**src/hdl/swm_pkg.sv**
```systemverilog
// Shared constants and types for the sliding window median core.
package swm_pkg;

  localparam int WINDOW      = 16;
  localparam int SAMPLE_BITS = 32;
  localparam int TAG_BITS    = (WINDOW > 1) ? $clog2(WINDOW) : 1;
  localparam int FILL_BITS   = $clog2(WINDOW + 1);

  // One sorted window entry: sample value plus the arrival slot it came from.
  typedef struct packed {
    logic                          valid;
    logic signed [SAMPLE_BITS-1:0] value;
    logic [TAG_BITS-1:0]           tag;
  } swm_entry_t;

  // Flags a node hands to its neighbors.
  typedef struct packed {
    logic le;       // entry is valid and not greater than the new sample
    logic evicted;  // entry leaves the window on this transfer
  } swm_flags_t;

endpackage

```
**src/hdl/sliding_window_median_core.sv**
```systemverilog
// Top level of the running median filter: node chain, fill tracking and result register.
// result_valid is registered and rises in the cycle after a sample transfer.
// Throughput: one sample per cycle unless a held result stalls; each transfer shifts
// the whole node chain once, the evicted and the inserted entry both settling in that same cycle.
// Reset (rst, synchronous): window empty, arrival slot and fill count zero, no result held.
module sliding_window_median_core import swm_pkg::*; (
  input  logic                          clk,
  input  logic                          rst,
  input  logic                          sample_valid,
  output logic                          sample_stall,
  input  logic signed [SAMPLE_BITS-1:0] sample,
  output logic                          result_valid,
  input  logic                          result_stall,
  output logic signed [SAMPLE_BITS-1:0] median_value,
  output logic [FILL_BITS-1:0]          window_fill
);

  logic                 load;
  logic                 full;
  logic [FILL_BITS-1:0] fill;
  logic [FILL_BITS-1:0] fill_next;
  logic [TAG_BITS-1:0]  wr_ptr;
  logic [TAG_BITS-1:0]  wr_ptr_next;
  logic [FILL_BITS-1:0] fill_half;
  logic [TAG_BITS-1:0]  median_idx;

  swm_entry_t entries     [WINDOW];
  swm_entry_t entries_nxt [WINDOW];
  swm_flags_t flags       [WINDOW];
  logic       evict_chain [WINDOW+1];

  swm_entry_t left_edge;
  swm_entry_t right_edge;

  assign sample_stall = result_valid & result_stall;
  assign load         = sample_valid & ~sample_stall;

  assign full        = (fill == FILL_BITS'(WINDOW));
  assign fill_next   = full ? fill : fill + FILL_BITS'(1);
  assign wr_ptr_next = (wr_ptr == TAG_BITS'(WINDOW - 1)) ? '0 : wr_ptr + TAG_BITS'(1);
  assign fill_half   = fill_next >> 1;
  assign median_idx  = fill_half[TAG_BITS-1:0];

  // Chain ends: the left edge always admits the new sample, the right edge is empty.
  always_comb begin
    left_edge       = '0;
    left_edge.valid = 1'b1;
    right_edge      = '0;
  end

  assign evict_chain[0] = 1'b0;

  for (genvar i = 0; i < WINDOW; i++) begin : g_node
    swm_entry_t left_e;
    swm_entry_t right_e;
    logic       left_l;
    logic       right_l;

    if (i == 0) begin : g_first
      assign left_e = left_edge;
      assign left_l = 1'b1;
    end else begin : g_inner_l
      assign left_e = entries[i-1];
      assign left_l = flags[i-1].le;
    end

    if (i == WINDOW - 1) begin : g_last
      assign right_e = right_edge;
      assign right_l = 1'b0;
    end else begin : g_inner_r
      assign right_e = entries[i+1];
      assign right_l = flags[i+1].le;
    end

    swm_node u_node (
      .clk           (clk),
      .rst           (rst),
      .load          (load),
      .full          (full),
      .sample        (sample),
      .wr_ptr        (wr_ptr),
      .evict_left    (evict_chain[i]),
      .evict_through (evict_chain[i+1]),
      .left_entry    (left_e),
      .left_le       (left_l),
      .right_entry   (right_e),
      .right_le      (right_l),
      .entry         (entries[i]),
      .flags         (flags[i]),
      .entry_next    (entries_nxt[i])
    );
  end

  always_ff @(posedge clk) begin
    if (rst) begin
      fill         <= '0;
      wr_ptr       <= '0;
      result_valid <= 1'b0;
    end else begin
      if (load) begin
        fill   <= fill_next;
        wr_ptr <= wr_ptr_next;
      end
      // Hold the result until its transfer; a new sample reloads it.
      if (load) begin
        result_valid <= 1'b1;
      end else if (!result_stall) begin
        result_valid <= 1'b0;
      end
    end
  end

  always_ff @(posedge clk) begin
    if (load) begin
      median_value <= entries_nxt[median_idx].value;
      window_fill  <= fill_next;
    end
  end

  // Only the tail of the eviction chain is unused by a node.
  logic unused_evict;
  assign unused_evict = evict_chain[WINDOW];

endmodule

```
**src/hdl/swm_node.sv**
```systemverilog
// One node of the sorted chain: holds one window entry and shifts with its neighbors.
module swm_node import swm_pkg::*; (
  input  logic                          clk,
  input  logic                          rst,
  input  logic                          load,
  input  logic                          full,
  input  logic signed [SAMPLE_BITS-1:0] sample,
  input  logic [TAG_BITS-1:0]           wr_ptr,
  input  logic                          evict_left,
  output logic                          evict_through,
  input  swm_entry_t                    left_entry,
  input  logic                          left_le,
  input  swm_entry_t                    right_entry,
  input  logic                          right_le,
  output swm_entry_t                    entry,
  output swm_flags_t                    flags,
  output swm_entry_t                    entry_next
);

  swm_entry_t mid_entry;
  swm_entry_t lo_entry;
  logic       mid_le;
  logic       lo_le;
  logic       shift_left;

  always_comb begin
    flags.le      = entry.valid && !($signed(sample) < $signed(entry.value));
    flags.evicted = full && entry.valid && (entry.tag == wr_ptr);
  end

  assign evict_through = evict_left | flags.evicted;
  assign shift_left    = evict_left | flags.evicted;

  // Pull from the right once the evicted entry is at or left of this node.
  always_comb begin
    mid_entry = shift_left ? right_entry : entry;
    mid_le    = shift_left ? right_le    : flags.le;
    lo_entry  = evict_left ? entry       : left_entry;
    lo_le     = evict_left ? flags.le    : left_le;
  end

  always_comb begin
    priority if (mid_le) begin
      entry_next.value = mid_entry.value;
      entry_next.tag   = mid_entry.tag;
    end else if (lo_le) begin
      entry_next.value = sample;
      entry_next.tag   = wr_ptr;
    end else begin
      entry_next.value = lo_entry.value;
      entry_next.tag   = lo_entry.tag;
    end
    // Window grows by one slot per transfer until full.
    entry_next.valid = full ? entry.valid : (entry.valid | left_entry.valid);
  end

  always_ff @(posedge clk) begin
    if (rst) begin
      entry.valid <= 1'b0;
    end else if (load) begin
      entry <= entry_next;
    end
  end

endmodule

```
**config.mk**
```make
export PLATFORM = sky130hd
export DESIGN_NAME = sliding_window_median_core
export DESIGN_NICKNAME = d
export VERILOG_FILES = /design/src/hdl/swm_pkg.sv /design/src/hdl/sliding_window_median_core.sv /design/src/hdl/swm_node.sv
export SDC_FILE = /design/constraint.sdc
export NUM_CORES = 2
export LEC_CHECK = 0
export BUFFER_PORTS_ARGS = -buffer_cell sky130_fd_sc_hd__buf_2
export CORE_MARGIN = 2
export CORE_UTILIZATION = 60
export CTS_CLUSTER_DIAMETER = 60
export DETAILED_ROUTE_END_ITERATION = 10
export MAX_ROUTING_LAYER = met4
export PLACE_DENSITY = 0.88
export SLEW_MARGIN = 5
export SYNTH_ARGS = -nofsm -noshare
export SYNTH_HDL_FRONTEND = slang
export SYNTH_SLANG_ARGS = --single-unit
```
**constraint.sdc**
```tcl
create_clock -name clk -period 91.4 [get_ports clk]
set_clock_uncertainty 0.05 [all_clocks]
set_input_delay 9.14 -clock clk [delete_from_list [all_inputs] [get_ports clk]]
set_output_delay 9.14 -clock clk [all_outputs]
set_load 0.02 [all_outputs]
```
==> reports/results.ini <==
[sta]
setup_violations = 0
worst_slew_pin_slew_ns = 1.33
max_freq_mhz = 53.4
rsz0062_at_grt = false
slew_violations = 0
worst_slack_ns = 72.67
period_share_pct = 20.5
finalHoldViolations = 0
period_minus_slack_ns = 18.73
timing.slew.headroom_pct = 10.8
fin_setup_tns_ns = 0

[global_routing]
top_usage_layer = met2
use_met1_pct = 58.8
grt_pass1_wl_um = 317000
grtUsageMet3_pct = 13.5
grt-ovfl-total = 0
grtUsageMet2_pct = 62.6
track_usage_pct = 45.4
grt_max_degree = 84
grt_pass1_vias = 50394
antenna_found_initial = 10

[synth]
syn-num-nets = 7155
ys_seq_elements = 639
synthArstFlopShare_pct = 0
synth_edf_count = 613
synth_area_leader_cell = edfxtp_1
yosysUniqueCellTypes = 87
syn_inst = 6620
synth-seq-area-share_pct = 34.1
synth.yosys.warnings = 0
syn_avg_cell_area_um2 = 8.39
synthTopCellsByArea = edfxtp_1 (33%), ha_1 (11%), o21ai_0 (6.3%)
netlist_area_um2 = 55500
synth_ff_type = edfxtp_1
yosys.area.top_type_share_pct = 33.1

[clocking]
root_buffer = clkbuf_16
cts_resized = 0
cts_inserted_buffers = 91
cts_tree = built
holdBufCountCts = 0
cts_sinks = 639
post_cts_buffers = 0
clk-insertion-delay-late_ns = 0.70
path_clk_slew_ns = 0.06
htreeDepth = 3
cts.path.max_buffers = 3

[routing]
drt_wl_total_um = 215000
first_pass_iters = 7
drtIter0Drc = 8809
vias_per_cell = 7.06
vias = 54667
drtAntennaViolNets = 0
drcViolationCount = 0
wl_per_cell_um = 27.7

[placement]
dpl.hpwl_um = 154000
port_buffers = 74
pre_cts_slack_ns = 72.68
globalplace.congestion = 1.01
place_area_um2 = 56900

[floorplan]
die_w_um = 308
die_area_um2 = 95000
boundaryPins = 75
start_util_pct = 60.6
dieHeight_um = 308
num_rows = 111
core_area_um2 = 91700

[worst_setup_path]
crit_start = result_stall
worstPathRequired_ns = 82.21
start_kind = input port
critPathKind = in2out
critPathCaptureType = output port
critPathArrivalTime_ns = 9.54
cp_max_fo = 2
r2r-start = fill[0]$_SDFFE_PP0P_
reg2regPathDepth = 17

[min_path]
whs_path_depth = 2
hold_path_class = reg2reg

[layout]
final_area_um2 = 60100
fillCellCount = 7499
drive_above_1_share_pct = 7.60
fin_util_pct = 65.5
area_growth_pct = 8.19
nNetsFinal = 7010

[run]
drv_cap = 0

[power]
max-vdd-ir-drop_mv = 0.0146
power.leakage_nw = 25.7
power_density_nw_per_um2 = 14.7
power_uw = 884

[run_status]
status = completed

## final cells by class
type / instances / area [um2] / area share (%)
well taps: 1186 / 1480 / 2.47
inverters: 595 / 2230 / 3.72
clock buffers: 109 / 2440 / 4.05
flip-flops and latches: 639 / 18900 / 31.5
diodes: 9 / 22.5 / 0.0375
repair buffers: 222 / 1480 / 2.47
multi-input cells: 4926 / 32800 / 54.6
clock inverters: 59 / 696 / 1.16
## cells in the mapped netlist (60+ instances only)
cell type,n
o221ai_1,88
buf_2,92
o211ai_1,101
nand3_1,98
mux2i_1,330
edfxtp_1,613
a211oi_1,101
nand4_1,97
nand2b_1,81
nand2_1,735
inv_1,590
nor3_1,60
clkbuf_1,300
ha_1,499
o22ai_1,136
a21oi_1,569
o21ai_0,704
nor2_1,501
## power breakdown
part           switching [mW]  internal, mW  leakage, nW
clock network           0.156         0.223         1.53
registers              0.0121         0.340         5.94
logic                   0.103        0.0495         18.2
## cell families after synthesis
| family | Yosys count | share of synthesized area [%] |
|---|---|---|
| compound gates | 2264 | 25.5 |
| xor+xnor | 73 | 1.15 |
| fa+ha+maj | 499 | 11.2 |
| buf+inv | 1055 | 7.49 |
| flops | 639 | 34.1 |
| mux | 382 | 7.00 |
| simple gates | 1708 | 13.5 |
## registers in the layout, summed over array words and instances (netlist names), named ones only
signal and flops:
window_fill 5, result_valid 1, wr_ptr 4, g_node.u_node.entry 577
median_value 32, fill 5
## stage by stage
stage                     hold WS (ns)  instances
after floorplan                  0.409       6620
after global placement           0.422       7567
after detailed placement         0.442       7567
after CTS                        0.456       7735
after global routing             0.493       7745
final                            0.457       7745
## cells in the final DEF, fill, tap and decap left out, types with 53 or more instances in the layout
cell type | Yosys | layout
nand2b_1 | 81 | 80
o22ai_1 | 136 | 136
ha_1 | 499 | 499
a21oi_1 | 569 | 566
mux2i_1 | 330 | 328
o221ai_1 | 88 | 88
a221oi_1 | 53 | 53
nand2_1 | 735 | 727
a211o_1 | 53 | 53
edfxtp_1 | 613 | 613
a211oi_1 | 101 | 101
o211ai_1 | 101 | 101
nand3_1 | 98 | 96
inv_1 | 590 | 589
buf_4 | 16 | 147
o21ai_0 | 704 | 703
nand4_1 | 97 | 97
nor2_1 | 501 | 487
clkbuf_16 | 0 | 92
nor3_1 | 60 | 58
buf_2 | 92 | 74
## path summary, 6_finish.rpt
| check | end | slack, ns |
|---|---|---|
| max | sample_stall | 72.67 |
| min | flip-flop | 0.46 |
| max reg2reg | median_value[23]$_DFFE_PP_ | 83.50 |
| min reg2reg | flip-flop | 0.46 |
## critical path: stages
cell	delay, ns
buf_2	0.10
nand2_1	0.08
inv_1	0.06
buf_2	0.15
## routing by layer
| layer | vias to the layer above | wire length (um) |
|---|---|---|
| li1 | 24255 | - |
| met1 | 25118 | 79700 |
| met2 | 4470 | 86900 |
| met3 | 824 | 33500 |
| met4 | 0 | 14800 |
| met5 | - | 0 |
Power figures use the tool's default switching activity.
